`src/hdl/sffe_pkg.sv`:
```
// ---------------------------------------------------------------------------
// sffe_pkg: shared definitions for the scan format field extractor
// Widths, op/result/conversion/phase codes, register indexes, byte constants.
// ---------------------------------------------------------------------------
`default_nettype none

package sffe_pkg;

    localparam int MAX_CONVERSIONS = 8;
    localparam int VALUE_WIDTH     = 32;
    localparam int SLOT_W          = $clog2(MAX_CONVERSIONS + 1);
    localparam int SLOT_OUT_W      = 3;
    localparam int CODE_IDX_W      = $clog2(2 * MAX_CONVERSIONS);
    localparam int CODES_W         = 2 * MAX_CONVERSIONS;
    localparam int LEN_W           = 4;
    localparam int COUNT_W         = 4;
    localparam int KIND_W          = 3;
    localparam int OP_W            = 2;
    localparam int BYTE_W          = 8;
    localparam int CFG_IDX_W       = 4;
    localparam int CFG_DATA_W      = 16;
    localparam int IN_TDATA_W      = 8;
    localparam int OUT_FIELDS_W    = SLOT_OUT_W + VALUE_WIDTH + COUNT_W;
    localparam int OUT_TDATA_W     = ((OUT_FIELDS_W + 7) / 8) * 8;

    // input operations
    localparam logic [OP_W-1:0] OP_START = 2'd0;
    localparam logic [OP_W-1:0] OP_BYTE  = 2'd1;
    localparam logic [OP_W-1:0] OP_EOF   = 2'd2;

    // result kinds
    localparam logic [KIND_W-1:0] KIND_CHAR     = 3'd0;
    localparam logic [KIND_W-1:0] KIND_INT      = 3'd1;
    localparam logic [KIND_W-1:0] KIND_STR_BYTE = 3'd2;
    localparam logic [KIND_W-1:0] KIND_STR_END  = 3'd3;
    localparam logic [KIND_W-1:0] KIND_DONE     = 3'd4;

    // conversion codes
    localparam logic [1:0] CONV_CHAR  = 2'd0;
    localparam logic [1:0] CONV_INT   = 2'd1;
    localparam logic [1:0] CONV_STR   = 2'd2;
    localparam logic [1:0] CONV_UNSUP = 2'd3;

    // field phase
    localparam logic [1:0] PH_SKIP  = 2'd0;
    localparam logic [1:0] PH_MINUS = 2'd1;
    localparam logic [1:0] PH_FIELD = 2'd2;

    // configuration register indexes
    localparam logic [CFG_IDX_W-1:0] REG_FORMAT_CODES  = 4'd0;
    localparam logic [CFG_IDX_W-1:0] REG_FORMAT_LENGTH = 4'd1;

    // byte constants
    localparam logic [BYTE_W-1:0] CH_TAB   = 8'd9;
    localparam logic [BYTE_W-1:0] CH_CR    = 8'd13;
    localparam logic [BYTE_W-1:0] CH_SPACE = 8'd32;
    localparam logic [BYTE_W-1:0] CH_MINUS = 8'h2D;
    localparam logic [BYTE_W-1:0] CH_ZERO  = 8'h30;
    localparam logic [BYTE_W-1:0] CH_NINE  = 8'h39;

endpackage

`default_nettype wire

```
`src/hdl/scan_format_field_extractor.sv`:
```
// ---------------------------------------------------------------------------
// scan_format_field_extractor
// Runs a configured list of char / integer / string conversions over a
// byte stream and returns one item per field, string byte and scan end.
// ---------------------------------------------------------------------------
// One input item (start, byte or end of input) is taken when s_tready is
// high, which is only while the sequencer is idle. The item then runs
// through a small sequencer: an item with no result goes straight to the
// flush, a whitespace byte or a minus is fed to the current slot, a digit
// also takes two passes of the shared 32-bit adder (first acc*10 from two
// shifted copies, then + digit), a conversion that the symbol is passed on
// from adds its feed and the opening of the next slot, and a finished
// integer takes one more pass of the adder to apply its sign and one step
// to hand it on. The longest item is an end of input that closes an
// integer and then seven strings. Results leave through a one-deep
// staging register and the output register, so the tlast of the final
// result of an item is known before it is shown; a stalled m_tready holds
// the sequencer while a result is staged, save in adder states. Registers are
// written on the cfg port at any time; they take effect at the next decision
// of the sequencer. A byte that ends a field with the scan then finished is
// kept and fed to the next scan start; bytes while no scan runs are dropped.
// ---------------------------------------------------------------------------
`default_nettype none

module scan_format_field_extractor
    import sffe_pkg::*;
(
    input  wire                    aclk,
    input  wire                    aresetn,

    // input items
    input  wire                    s_tvalid,
    output logic                   s_tready,
    input  wire [IN_TDATA_W-1:0]   s_tdata,    // [7:0] data_byte
    input  wire [OP_W-1:0]         s_tuser,    // [1:0] op

    // result items
    output logic                   m_tvalid,
    input  wire                    m_tready,
    output logic [OUT_TDATA_W-1:0] m_tdata,    // [2:0] slot, [34:3] value,
                                               // [38:35] conversions, pad 0
    output logic [KIND_W-1:0]      m_tuser,    // [2:0] kind
    output logic                   m_tlast,    // last result of the item

    // register writes
    input  wire                    cfg_valid,
    output logic                   cfg_ready,
    input  wire [CFG_IDX_W-1:0]    cfg_index,
    input  wire [CFG_DATA_W-1:0]   cfg_data
);

    // sequencer states
    localparam logic [3:0] ST_IDLE  = 4'd0;
    localparam logic [3:0] ST_BEGIN = 4'd1;  // open a conversion slot
    localparam logic [3:0] ST_FEED  = 4'd2;  // offer the symbol to the slot
    localparam logic [3:0] ST_MUL   = 4'd3;  // acc * 10
    localparam logic [3:0] ST_ADD   = 4'd4;  // acc + digit
    localparam logic [3:0] ST_NEG   = 4'd5;  // apply sign
    localparam logic [3:0] ST_SINT  = 4'd6;  // emit finished integer
    localparam logic [3:0] ST_FLUSH = 4'd7;  // release staged result as last

    logic [3:0]             state_reg, state_next;

    // configuration
    logic [CODES_W-1:0]     codes_reg, codes_next;
    logic [LEN_W-1:0]       length_reg, length_next;

    // scan state
    logic                   active_reg, active_next;
    logic [SLOT_W-1:0]      slot_reg, slot_next;
    logic [COUNT_W-1:0]     succ_reg, succ_next;
    logic [1:0]             phase_reg, phase_next;
    logic [VALUE_WIDTH-1:0] acc_reg, acc_next;
    logic                   neg_reg, neg_next;
    logic                   held_valid_reg, held_valid_next;
    logic [BYTE_W-1:0]      held_byte_reg, held_byte_next;

    // current symbol and item context
    logic [BYTE_W-1:0]      sym_byte_reg, sym_byte_next;
    logic                   sym_eof_reg, sym_eof_next;
    logic                   start_ctx_reg, start_ctx_next;
    logic                   cons_reg, cons_next;

    // staged result
    logic                   pend_valid_reg, pend_valid_next;
    logic [SLOT_OUT_W-1:0]  pend_slot_reg, pend_slot_next;
    logic [KIND_W-1:0]      pend_kind_reg, pend_kind_next;
    logic [VALUE_WIDTH-1:0] pend_value_reg, pend_value_next;
    logic [COUNT_W-1:0]     pend_conv_reg, pend_conv_next;

    // output register
    logic                   m_tvalid_reg, m_tvalid_next;
    logic                   m_tlast_reg, m_tlast_next;
    logic [SLOT_OUT_W-1:0]  m_slot_reg, m_slot_next;
    logic [KIND_W-1:0]      m_kind_reg, m_kind_next;
    logic [VALUE_WIDTH-1:0] m_value_reg, m_value_next;
    logic [COUNT_W-1:0]     m_conv_reg, m_conv_next;

    // shared adder
    logic [VALUE_WIDTH-1:0] add_a, add_b, add_sum;
    logic                   add_cin;

    // emit request
    logic                   emit;
    logic [SLOT_OUT_W-1:0]  e_slot;
    logic [KIND_W-1:0]      e_kind;
    logic [VALUE_WIDTH-1:0] e_value;
    logic [COUNT_W-1:0]     e_conv;

    logic                   out_free, emit_ok;
    logic [1:0]             cur_code;
    logic [LEN_W-1:0]       len_eff;
    logic                   slot_end;
    logic                   is_sp, is_dig, is_minus;
    logic                   s_accept;

    assign s_tready  = (state_reg == ST_IDLE);
    assign s_accept  = s_tvalid && s_tready;
    assign cfg_ready = 1'b1;

    assign m_tvalid = m_tvalid_reg;
    assign m_tlast  = m_tlast_reg;
    assign m_tuser  = m_kind_reg;
    assign m_tdata  = OUT_TDATA_W'({m_conv_reg, m_value_reg, m_slot_reg});

    assign out_free = !m_tvalid_reg || m_tready;
    assign emit_ok  = !pend_valid_reg || out_free;

    // slots past the list read as char code
    assign cur_code = (slot_reg >= SLOT_W'(MAX_CONVERSIONS)) ? CONV_CHAR :
                      codes_reg[{slot_reg[SLOT_W-2:0], 1'b0} +: 2];
    assign len_eff  = (length_reg > LEN_W'(MAX_CONVERSIONS)) ?
                      LEN_W'(MAX_CONVERSIONS) : length_reg;
    assign slot_end = (LEN_W'(slot_reg) >= len_eff) || (cur_code == CONV_UNSUP);

    assign is_sp    = !sym_eof_reg &&
                      (((sym_byte_reg >= CH_TAB) && (sym_byte_reg <= CH_CR)) ||
                       (sym_byte_reg == CH_SPACE));
    assign is_dig   = !sym_eof_reg && (sym_byte_reg >= CH_ZERO) &&
                      (sym_byte_reg <= CH_NINE);
    assign is_minus = !sym_eof_reg && (sym_byte_reg == CH_MINUS);

    // shared adder: acc*10 = acc*8 + acc*2, then + digit; sign by ~acc + 1
    always_comb begin
        add_a   = acc_reg;
        add_b   = '0;
        add_cin = 1'b0;
        case (state_reg)
            ST_MUL: begin
                add_a = acc_reg << 3;
                add_b = acc_reg << 1;
            end
            ST_ADD: begin
                add_b = VALUE_WIDTH'(sym_byte_reg[3:0]);
            end
            ST_NEG: begin
                add_a   = neg_reg ? ~acc_reg : acc_reg;
                add_cin = neg_reg;
            end
            default: begin
                add_a = acc_reg;
            end
        endcase
    end
    assign add_sum = add_a + add_b + VALUE_WIDTH'(add_cin);

    // sequencer
    always_comb begin
        state_next      = state_reg;
        active_next     = active_reg;
        slot_next       = slot_reg;
        succ_next       = succ_reg;
        phase_next      = phase_reg;
        acc_next        = acc_reg;
        neg_next        = neg_reg;
        held_valid_next = held_valid_reg;
        held_byte_next  = held_byte_reg;
        sym_byte_next   = sym_byte_reg;
        sym_eof_next    = sym_eof_reg;
        start_ctx_next  = start_ctx_reg;
        cons_next       = cons_reg;
        emit            = 1'b0;
        e_slot          = slot_reg[SLOT_OUT_W-1:0];
        e_kind          = KIND_DONE;
        e_value         = '0;
        e_conv          = succ_reg;

        case (state_reg)
            ST_IDLE: begin
                if (s_accept) begin
                    sym_byte_next  = s_tdata[BYTE_W-1:0];
                    start_ctx_next = 1'b0;
                    state_next     = ST_FLUSH;
                    case (s_tuser)
                        OP_START: begin
                            active_next    = 1'b1;
                            slot_next      = '0;
                            succ_next      = '0;
                            start_ctx_next = 1'b1;
                            state_next     = ST_BEGIN;
                        end
                        OP_BYTE: begin
                            sym_eof_next = 1'b0;
                            if (active_reg)
                                state_next = ST_FEED;
                        end
                        OP_EOF: begin
                            sym_eof_next = 1'b1;
                            if (active_reg)
                                state_next = ST_FEED;
                        end
                        default: begin
                            state_next = ST_FLUSH;
                        end
                    endcase
                end
            end

            ST_BEGIN: begin
                if (emit_ok) begin
                    phase_next = PH_SKIP;
                    acc_next   = '0;
                    neg_next   = 1'b0;
                    if (slot_end) begin
                        emit        = 1'b1;
                        e_slot      = '0;
                        e_kind      = KIND_DONE;
                        active_next = 1'b0;
                    end
                    if (start_ctx_reg) begin
                        // fresh scan: hand over a byte kept from the last one
                        start_ctx_next = 1'b0;
                        if (!slot_end && held_valid_reg) begin
                            held_valid_next = 1'b0;
                            sym_byte_next   = held_byte_reg;
                            sym_eof_next    = 1'b0;
                            state_next      = ST_FEED;
                        end else begin
                            state_next = ST_FLUSH;
                        end
                    end else if (cons_reg) begin
                        state_next = ST_FLUSH;
                    end else if (!slot_end) begin
                        state_next = ST_FEED;
                    end else begin
                        if (!sym_eof_reg) begin
                            held_valid_next = 1'b1;
                            held_byte_next  = sym_byte_reg;
                        end
                        state_next = ST_FLUSH;
                    end
                end
            end

            ST_FEED: begin
                if (emit_ok) begin
                    case (cur_code)
                        CONV_CHAR: begin
                            if (sym_eof_reg) begin
                                emit        = 1'b1;
                                e_slot      = '0;
                                e_kind      = KIND_DONE;
                                active_next = 1'b0;
                                state_next  = ST_FLUSH;
                            end else begin
                                emit       = 1'b1;
                                e_kind     = KIND_CHAR;
                                e_value    = VALUE_WIDTH'(sym_byte_reg);
                                e_conv     = succ_reg + 1'b1;
                                succ_next  = succ_reg + 1'b1;
                                slot_next  = slot_reg + 1'b1;
                                cons_next  = 1'b1;
                                state_next = ST_BEGIN;
                            end
                        end
                        CONV_INT: begin
                            if ((phase_reg == PH_SKIP) && is_sp) begin
                                state_next = ST_FLUSH;
                            end else if ((phase_reg == PH_SKIP) && is_minus) begin
                                neg_next   = 1'b1;
                                phase_next = PH_MINUS;
                                state_next = ST_FLUSH;
                            end else if (is_dig) begin
                                phase_next = PH_FIELD;
                                state_next = ST_MUL;
                            end else if (phase_reg == PH_FIELD) begin
                                state_next = ST_NEG;
                            end else begin
                                // no digits: scan fails, byte kept
                                emit        = 1'b1;
                                e_slot      = '0;
                                e_kind      = KIND_DONE;
                                active_next = 1'b0;
                                if (!sym_eof_reg) begin
                                    held_valid_next = 1'b1;
                                    held_byte_next  = sym_byte_reg;
                                end
                                state_next = ST_FLUSH;
                            end
                        end
                        CONV_STR: begin
                            if (sym_eof_reg || (is_sp && (phase_reg == PH_FIELD))) begin
                                emit       = 1'b1;
                                e_kind     = KIND_STR_END;
                                e_conv     = succ_reg + 1'b1;
                                succ_next  = succ_reg + 1'b1;
                                slot_next  = slot_reg + 1'b1;
                                cons_next  = 1'b0;
                                state_next = ST_BEGIN;
                            end else if (is_sp) begin
                                state_next = ST_FLUSH;
                            end else begin
                                emit       = 1'b1;
                                e_kind     = KIND_STR_BYTE;
                                e_value    = VALUE_WIDTH'(sym_byte_reg);
                                phase_next = PH_FIELD;
                                state_next = ST_FLUSH;
                            end
                        end
                        default: begin
                            emit        = 1'b1;
                            e_slot      = '0;
                            e_kind      = KIND_DONE;
                            active_next = 1'b0;
                            if (!sym_eof_reg) begin
                                held_valid_next = 1'b1;
                                held_byte_next  = sym_byte_reg;
                            end
                            state_next = ST_FLUSH;
                        end
                    endcase
                end
            end

            ST_MUL: begin
                acc_next   = add_sum;
                state_next = ST_ADD;
            end

            ST_ADD: begin
                acc_next   = add_sum;
                state_next = ST_FLUSH;
            end

            ST_NEG: begin
                acc_next   = add_sum;
                state_next = ST_SINT;
            end

            ST_SINT: begin
                if (emit_ok) begin
                    emit       = 1'b1;
                    e_kind     = KIND_INT;
                    e_value    = acc_reg;
                    e_conv     = succ_reg + 1'b1;
                    succ_next  = succ_reg + 1'b1;
                    slot_next  = slot_reg + 1'b1;
                    cons_next  = 1'b0;
                    state_next = ST_BEGIN;
                end
            end

            ST_FLUSH: begin
                if (!pend_valid_reg || out_free)
                    state_next = ST_IDLE;
            end

            default: begin
                state_next = ST_IDLE;
            end
        endcase
    end

    // staging and output registers
    always_comb begin
        pend_valid_next = pend_valid_reg;
        pend_slot_next  = pend_slot_reg;
        pend_kind_next  = pend_kind_reg;
        pend_value_next = pend_value_reg;
        pend_conv_next  = pend_conv_reg;
        m_tvalid_next   = m_tvalid_reg && !m_tready;
        m_tlast_next    = m_tlast_reg;
        m_slot_next     = m_slot_reg;
        m_kind_next     = m_kind_reg;
        m_value_next    = m_value_reg;
        m_conv_next     = m_conv_reg;

        if ((emit || (state_reg == ST_FLUSH)) && pend_valid_reg && out_free) begin
            // a further result means the staged one is not last
            m_tvalid_next   = 1'b1;
            m_tlast_next    = !emit;
            m_slot_next     = pend_slot_reg;
            m_kind_next     = pend_kind_reg;
            m_value_next    = pend_value_reg;
            m_conv_next     = pend_conv_reg;
            pend_valid_next = 1'b0;
        end
        if (emit) begin
            pend_valid_next = 1'b1;
            pend_slot_next  = e_slot;
            pend_kind_next  = e_kind;
            pend_value_next = e_value;
            pend_conv_next  = e_conv;
        end
    end

    // register writes
    always_comb begin
        codes_next  = codes_reg;
        length_next = length_reg;
        if (cfg_valid && cfg_ready) begin
            case (cfg_index)
                REG_FORMAT_CODES:  codes_next  = cfg_data[CODES_W-1:0];
                REG_FORMAT_LENGTH: length_next = cfg_data[LEN_W-1:0];
                default: begin
                    codes_next = codes_reg;
                end
            endcase
        end
    end

    always_ff @(posedge aclk) begin
        if (!aresetn) begin
            state_reg      <= ST_IDLE;
            codes_reg      <= '0;
            length_reg     <= '0;
            active_reg     <= 1'b0;
            slot_reg       <= '0;
            succ_reg       <= '0;
            phase_reg      <= PH_SKIP;
            acc_reg        <= '0;
            neg_reg        <= 1'b0;
            held_valid_reg <= 1'b0;
            held_byte_reg  <= '0;
            start_ctx_reg  <= 1'b0;
            cons_reg       <= 1'b0;
            pend_valid_reg <= 1'b0;
            m_tvalid_reg   <= 1'b0;
        end else begin
            state_reg      <= state_next;
            codes_reg      <= codes_next;
            length_reg     <= length_next;
            active_reg     <= active_next;
            slot_reg       <= slot_next;
            succ_reg       <= succ_next;
            phase_reg      <= phase_next;
            acc_reg        <= acc_next;
            neg_reg        <= neg_next;
            held_valid_reg <= held_valid_next;
            held_byte_reg  <= held_byte_next;
            start_ctx_reg  <= start_ctx_next;
            cons_reg       <= cons_next;
            pend_valid_reg <= pend_valid_next;
            m_tvalid_reg   <= m_tvalid_next;
        end
    end

    always_ff @(posedge aclk) begin
        sym_byte_reg   <= sym_byte_next;
        sym_eof_reg    <= sym_eof_next;
        pend_slot_reg  <= pend_slot_next;
        pend_kind_reg  <= pend_kind_next;
        pend_value_reg <= pend_value_next;
        pend_conv_reg  <= pend_conv_next;
        m_tlast_reg    <= m_tlast_next;
        m_slot_reg     <= m_slot_next;
        m_kind_reg     <= m_kind_next;
        m_value_reg    <= m_value_next;
        m_conv_reg     <= m_conv_next;
    end

    // checks
    a_idle_no_staged: assert property (@(posedge aclk) disable iff (!aresetn)
        s_tready |-> !pend_valid_reg)
        else $error("staged result left behind at item end");

    a_count_tracks_slot: assert property (@(posedge aclk) disable iff (!aresetn)
        succ_reg == COUNT_W'(slot_reg))
        else $error("success count and slot index disagree");

    a_slot_bound: assert property (@(posedge aclk) disable iff (!aresetn)
        slot_reg <= SLOT_W'(MAX_CONVERSIONS))
        else $error("slot index past conversion list");

    a_feed_active: assert property (@(posedge aclk) disable iff (!aresetn)
        (state_reg == ST_FEED || state_reg == ST_MUL || state_reg == ST_SINT)
        |-> active_reg)
        else $error("symbol offered with no scan running");

    a_done_ends_scan: assert property (@(posedge aclk) disable iff (!aresetn)
        (emit && e_kind == KIND_DONE) |=> !active_reg)
        else $error("scan still running after done");

endmodule

`default_nettype wire
```
`config.mk`:
```
export PLATFORM = sky130hd
export DESIGN_NAME = scan_format_field_extractor
export DESIGN_NICKNAME = d
export VERILOG_FILES = /design/src/hdl/sffe_pkg.sv /design/src/hdl/scan_format_field_extractor.sv
export SDC_FILE = /design/constraint.sdc
export NUM_CORES = 1
export LEC_CHECK = 0
export BUFFER_PORTS_ARGS = -buffer_cell sky130_fd_sc_hd__buf_2
export CAP_MARGIN = 20
export CORE_MARGIN = 2
export CORE_UTILIZATION = 65
export DETAILED_ROUTE_END_ITERATION = 10
export GPL_ROUTABILITY_DRIVEN = 0
export GPL_TIMING_DRIVEN = 0
export PLACE_DENSITY = 0.86
export SLEW_MARGIN = 20
export SYNTH_ARGS = -nofsm -noshare
export SYNTH_HDL_FRONTEND = slang
export SYNTH_SLANG_ARGS = --single-unit
```
`constraint.sdc`:
```
create_clock -name aclk -period 14.6 [get_ports aclk]
set_clock_uncertainty 0.1 [all_clocks]
set_input_delay 2.19 -clock aclk [delete_from_list [all_inputs] [get_ports aclk]]
set_output_delay 2.19 -clock aclk [all_outputs]
set_load 0.01 [all_outputs]
```
==> Word level (Yosys, flattened, before mapping) <==
Index checks and enable logic that the tools add are counted.
{ "op_classes": {"n_mux": 151, "shift": 1, "order_cmp": 7, "add_sub_neg": 4, "bitwise": 1, "eq_ne": 48, "reduce_logical": 55} }
{ "ops": {"columns": ["cell", "n"], "rows": [
  ["$pmux 32 s2", 4],
  ["$mux 8", 18],
  ["$mux 32", 3],
  ["$mux 4", 17],
  ["$mux 3", 22],
  ["$pmux 8 s2", 4],
  ["$mux 1", 48],
  ["$ne 3x3->1 const B", 14],
  ["$pmux 4 s3", 3],
  ["$add 32x1->32", 1],
  ["$add 32x32->32", 1],
  ["$not 32->32", 1],
  ["$pmux 4 s8", 1],
  ["$ne 2x2->1 const B", 14],
  ["$pmux 3 s2", 4],
  ["$pmux 4 s2", 3],
  ["$reduce_and 11->1", 2],
  ["$mux 2", 9],
  ["$pmux 1 s2", 9],
  ["$reduce_and 6->1", 3],
  ["$eq 4x3->1 const B", 4],
  ["$eq 8x6->1 const B", 2],
  ["$reduce_and 8->1", 2],
  ["$shiftx 16x5->2", 1],
  ["31 further kinds", 77]
]} }
{ "totals": {"wordCells": 293, "output_inout_bits": 47, "reg_bits": 175} }

==> Depth between registers and ports, before layout <==
{ "depth": {"word_depth": 15, "ltp_mapped": 19} }

==> Worst setup path after synthesis <==
No wires, ideal clock.
{ "synth_timing": {"path_type": "input port to flip-flop", "start": "in m_tready", "end": "reg m_conv_reg[0] (enable)", "cell_stages": 6, "required_time_ps": 14042, "path_buffers": 1, "setup_slack_ps": 8657, "t_arrival_ps": 5386, "cell_sequence": "nor2b_1 -> and2_1 -> clkbuf_1 -> or4_1 -> and2b_2 -> a21oi_1"} }
{ "synth_between": {"elab_chain_len": 7, "elab_cells_between_ends": 9, "cone_classes": "mux (4); reduce/logical (5)"} }
{ "synth_rtl": {"columns": ["item", "line_no", "rtl"], "rows": [
  ["start, declared", "scan_format_field_extractor.sv:39", "input wire m_tready,"],
  ["$logic_or 1x1->1 (*)", "scan_format_field_extractor.sv:126", "assign out_free = !m_tvalid_reg || m_tready;"],
  ["$logic_or 1x1->1", "scan_format_field_extractor.sv:127", "assign emit_ok = !pend_valid_reg || out_free;"],
  ["$mux 1 (on tied branches)", "scan_format_field_extractor.sv:351, scan_format_field_extractor.sv:220, scan_format_field_extractor.sv:256", null],
  ["$pmux 1 s3", "scan_format_field_extractor.sv:188", "case (state_reg)"],
  ["$logic_or 1x1->1", "scan_format_field_extractor.sv:388", "if ((emit || (state_reg == ST_FLUSH)) && pend_valid_reg && out_free) begin"],
  ["$logic_and 1x1->1", "scan_format_field_extractor.sv:388", null],
  ["$logic_and 1x1->1 (*)", "scan_format_field_extractor.sv:388", null],
  ["end signal, assigned", "scan_format_field_extractor.sv:469", "m_conv_reg <= m_conv_next;"],
  ["end, declared", "scan_format_field_extractor.sv:97", "logic [COUNT_W-1:0] m_conv_reg, m_conv_next;"]
]} }
Mark *: on every way between the ends. The rest lies on a longest branch, timed or not.
A chain may end at the register's enable or synchronous reset.

==> Final worst setup path <==
{ "layout_timing": {"start": "reg state_reg[2]", "end": "reg acc_reg[30]"} }
{ "layout_between": {"elab_chain_len": 5, "elab_cells_between_ends": 14, "cone_classes": "add/sub (2); eq/ne (5); mux (4); reduce/logical (3)"} }
{ "layout_rtl": {"columns": ["item", "line_no", "rtl"], "rows": [
  ["start, declared", "scan_format_field_extractor.sv:62", "logic [3:0] state_reg, state_next;"],
  ["start signal, assigned", "scan_format_field_extractor.sv:440", "state_reg <= state_next;"],
  ["$eq 4x3->1 / $eq 4x2->1 (equally long branches)", "scan_format_field_extractor.sv:148, scan_format_field_extractor.sv:188", null],
  ["$pmux 32 s2", "scan_format_field_extractor.sv:148", "case (state_reg)"],
  ["$add 32x32->32", "scan_format_field_extractor.sv:165", "assign add_sum = add_a + add_b + VALUE_WIDTH'(add_cin);"],
  ["$add 32x1->32", "scan_format_field_extractor.sv:165", null],
  ["$pmux 32 s2", "scan_format_field_extractor.sv:188", null],
  ["end signal, assigned", "scan_format_field_extractor.sv:447", "acc_reg <= acc_next;"],
  ["end, declared", "scan_format_field_extractor.sv:73", "logic [VALUE_WIDTH-1:0] acc_reg, acc_next;"]
]} }
Parallel ways exist; a longest one is shown, timed or not.

==> flow_metrics.tcl <==
set metrics [dict create \
    status "finished, final reports clean" \
    syn_nets 1105 \
    fin_crit_sh_pct 33.5 \
    cts_hold_buf 0 \
    cts_setup_buffers 0 \
    port-buffer-count 79 \
    slew_headroom_pct 39.3 \
    synthTopCellsByArea "edfxtp_1 (29%), dfxtp_1 (17%), ha_1 (5.8%), nand2_1 (5.7%), and2_1 (4.0%)" \
    slowest_delay_ps 510 \
    syn_area_mm2 0.00967 \
    overflow 0 \
    critPathSlowestCell "clkbuf_1" \
    antenna_cells 0 \
    finalInstanceArea_mm2 0.0109 \
    worstSetupEndpointType "flop" \
    syn-instance-count 1023 \
    synth_edf_count 94 \
    wl_um 23500 \
    synth_top_family_by_area "simple AND/OR/NAND/NOR gates" \
    fp-row-count 44 \
    ant_nets 0 \
    h-tree-depth 4 \
    grt_pass1_vias 7493 \
    syn-mean-instance-area_um2 9.45 \
    synthAdderAreaFrac_pct 6.24 \
    boundaryPins 82 \
    cts_buffer_depth 2 \
    cts_tree "yes" \
    ys_types 79 \
    clock.fmax_mhz 205 \
    hold_viol 0 \
    setup-violations-final 0 \
    cap_violations 0 \
    tns_ps 0 \
    drtPass1Iterations 5 \
    track_usage_pct 29.7 \
    crit_buf_inv 4 \
    crit_type "reg -> reg" \
    coreArea_mm2 0.0145 \
    cts_root_buffer "clkbuf_16" \
    ys.flop_type "edfxtp_1" \
    tightest_slew_ps 909 \
    antenna_found_initial 0 \
    cp_data_arrival_time_ps 5100 \
    min_period_ps 4880 \
    drive_gt1_share_pct 13.1 \
    peakVddDrop_v 0.0000933 \
    vias 8276 \
    clk_latency_ps 440 \
    cts_buffers 17 \
    crit_chain "clkbuf_1, clkbuf_1, clkbuf_1, and3_1, and2_1, fa_1, inv_1, fa_1, nor2b_1, o2111ai_1, a211oi_1, o211ai_1, a21o_1, a21oi_1, a311o_1, o211ai_1" \
    viasPerCell 6.27 \
    crit_fanout 10 \
    ys_warn_count 0 \
    muxShareOfSynthArea_pct 2.02 \
    dieArea_mm2 0.0159 \
    setup_ws_ps 9720 \
    use_met1_pct 41.9 \
    cts_sinks 174 \
    synth_xor_area_share_pct 1.99 \
    yosys.area_share.simple_pct 20.3 \
    yosys.area.top_type_share_pct 29.2 \
    p_per_area_mw_per_mm2 146 \
    cp_common_cell "clkbuf_1" \
    synth_top_area_cell "edfxtp_1" \
    synth_compound_area_share_pct 20.1 \
    post_cts_resized 0 \
    finalNetCount 1204 \
    clk_pin_slew_worst_paths_ps 70 \
    holdPathStages 0 \
    use_met2_pct 44.9 \
    ys_seq_elements 174 \
    die_x_um 126 \
    ff2ff_path_depth 16 \
    cp_top_family "compound AO/OA/AOI/OAI gates" \
    pre_cts_ws_ps 9670 \
    rsz0062_at_grt "no" \
    seq_area_frac_synth_pct 45.7 \
    leakagePower_nw 4.65 \
    die_h_um 126 \
    drv_slew 0 \
    wl_per_cell_um 17.8 \
    place_hpwl_um 16800 \
    yosys-top-cells-count "nand2_1 (148), edfxtp_1 (94), nor2_1 (84), dfxtp_1 (80), a21oi_1 (69)" \
    dpl-instance-area_mm2 0.0103 \
    use_met3_pct 7.09 \
    cp-start-kind "flop" \
    r2r_slack_ps 9720 \
    drt_iter0_markers 788 \
    syn2layout_area_growth_pct 12.9 \
    path_depth 16 \
    hold_path.class "reg -> reg" \
    remaining_drc_errors 0 \
    yosysMostFrequentCell "nand2_1" \
    grt_max_degree 43 \
    grt.busiest_layer "met2" \
    initial_utilization_pct 66.5 \
    synthArstFlopShare_pct 0 \
    cp.required_ps 14810 \
    grt_pass1_wl_um 37600 \
]
-- cells in the final DEF, fill, tap and decap left out, types with 28 or more instances in the layout --
cell type / instances
o21ai_0: 33
edfxtp_1: 94
a211o_1: 28
buf_2: 85
a21oi_1: 68
nand2_1: 148
nor2_1: 84
and2_1: 62
dfxtp_1: 80
clkbuf_1: 43
ha_1: 45
-- path summary, 6_finish.rpt --
| kind | from | endpoint |
|---|---|---|
| max | state_reg[2] | acc_reg[30] |
| min | pend_value_reg[3] | m_value_reg[3] |
| min reg2reg | pend_value_reg[3] | m_value_reg[3] |
| max reg2reg | state_reg[2] | acc_reg[30] |
-- final cells by class --
type                            count  area, um^2
Multi-Input combinational cell    769        4920
Clock buffer                       24         514
Tap cell                          184         230
Timing Repair Buffer               80         423
Sequential cell                   174        4420
Inverter                           26        97.6
Clock inverter                      8        70.1
Buffer                             54         238
Fill cell                        1052        3610
-- power breakdown --
group	total (mW)	internal [mW]	switching (mW)
Combinational	0.424	0.121	0.302
Sequential	0.721	0.671	0.0502
Clock	0.448	0.251	0.197
-- metal layers --
| layer | part of all wire [%] | wire (um) | vias to the layer above |
|---|---|---|---|
| met5 | 0 | 0 | - |
| met4 | 2.9 | 671 | 0 |
| met2 | 43 | 10200 | 461 |
| li1 | - | - | 3924 |
| met3 | 11 | 2480 | 78 |
| met1 | 43 | 10200 | 3813 |
-- metrics by stage --
step,hold slack (ps),cells,total power [mW],util [%]
global route,326,1319,1.66,75.1
finish,314,1319,1.59,75.1
CTS,315,1319,1.58,75.1
floorplan,300,1023,0.989,-
global placement,301,1286,1.12,70.8
detailed placement,305,1287,1.14,71.1
-- cells by family (layout without fill, tap and decap cells) --
| kind of cell | Yosys count | count (layout) |
|---|---|---|
| compound gates | 277 | 277 |
| xor+xnor | 22 | 22 |
| fa+ha+maj | 47 | 47 |
| buf+inv | 80 | 192 |
| flops | 174 | 174 |
| mux | 14 | 14 |
| other cells | 2 | 2 |
| simple gates | 407 | 407 |
Note: power is estimated with default switching activity, not from simulation.
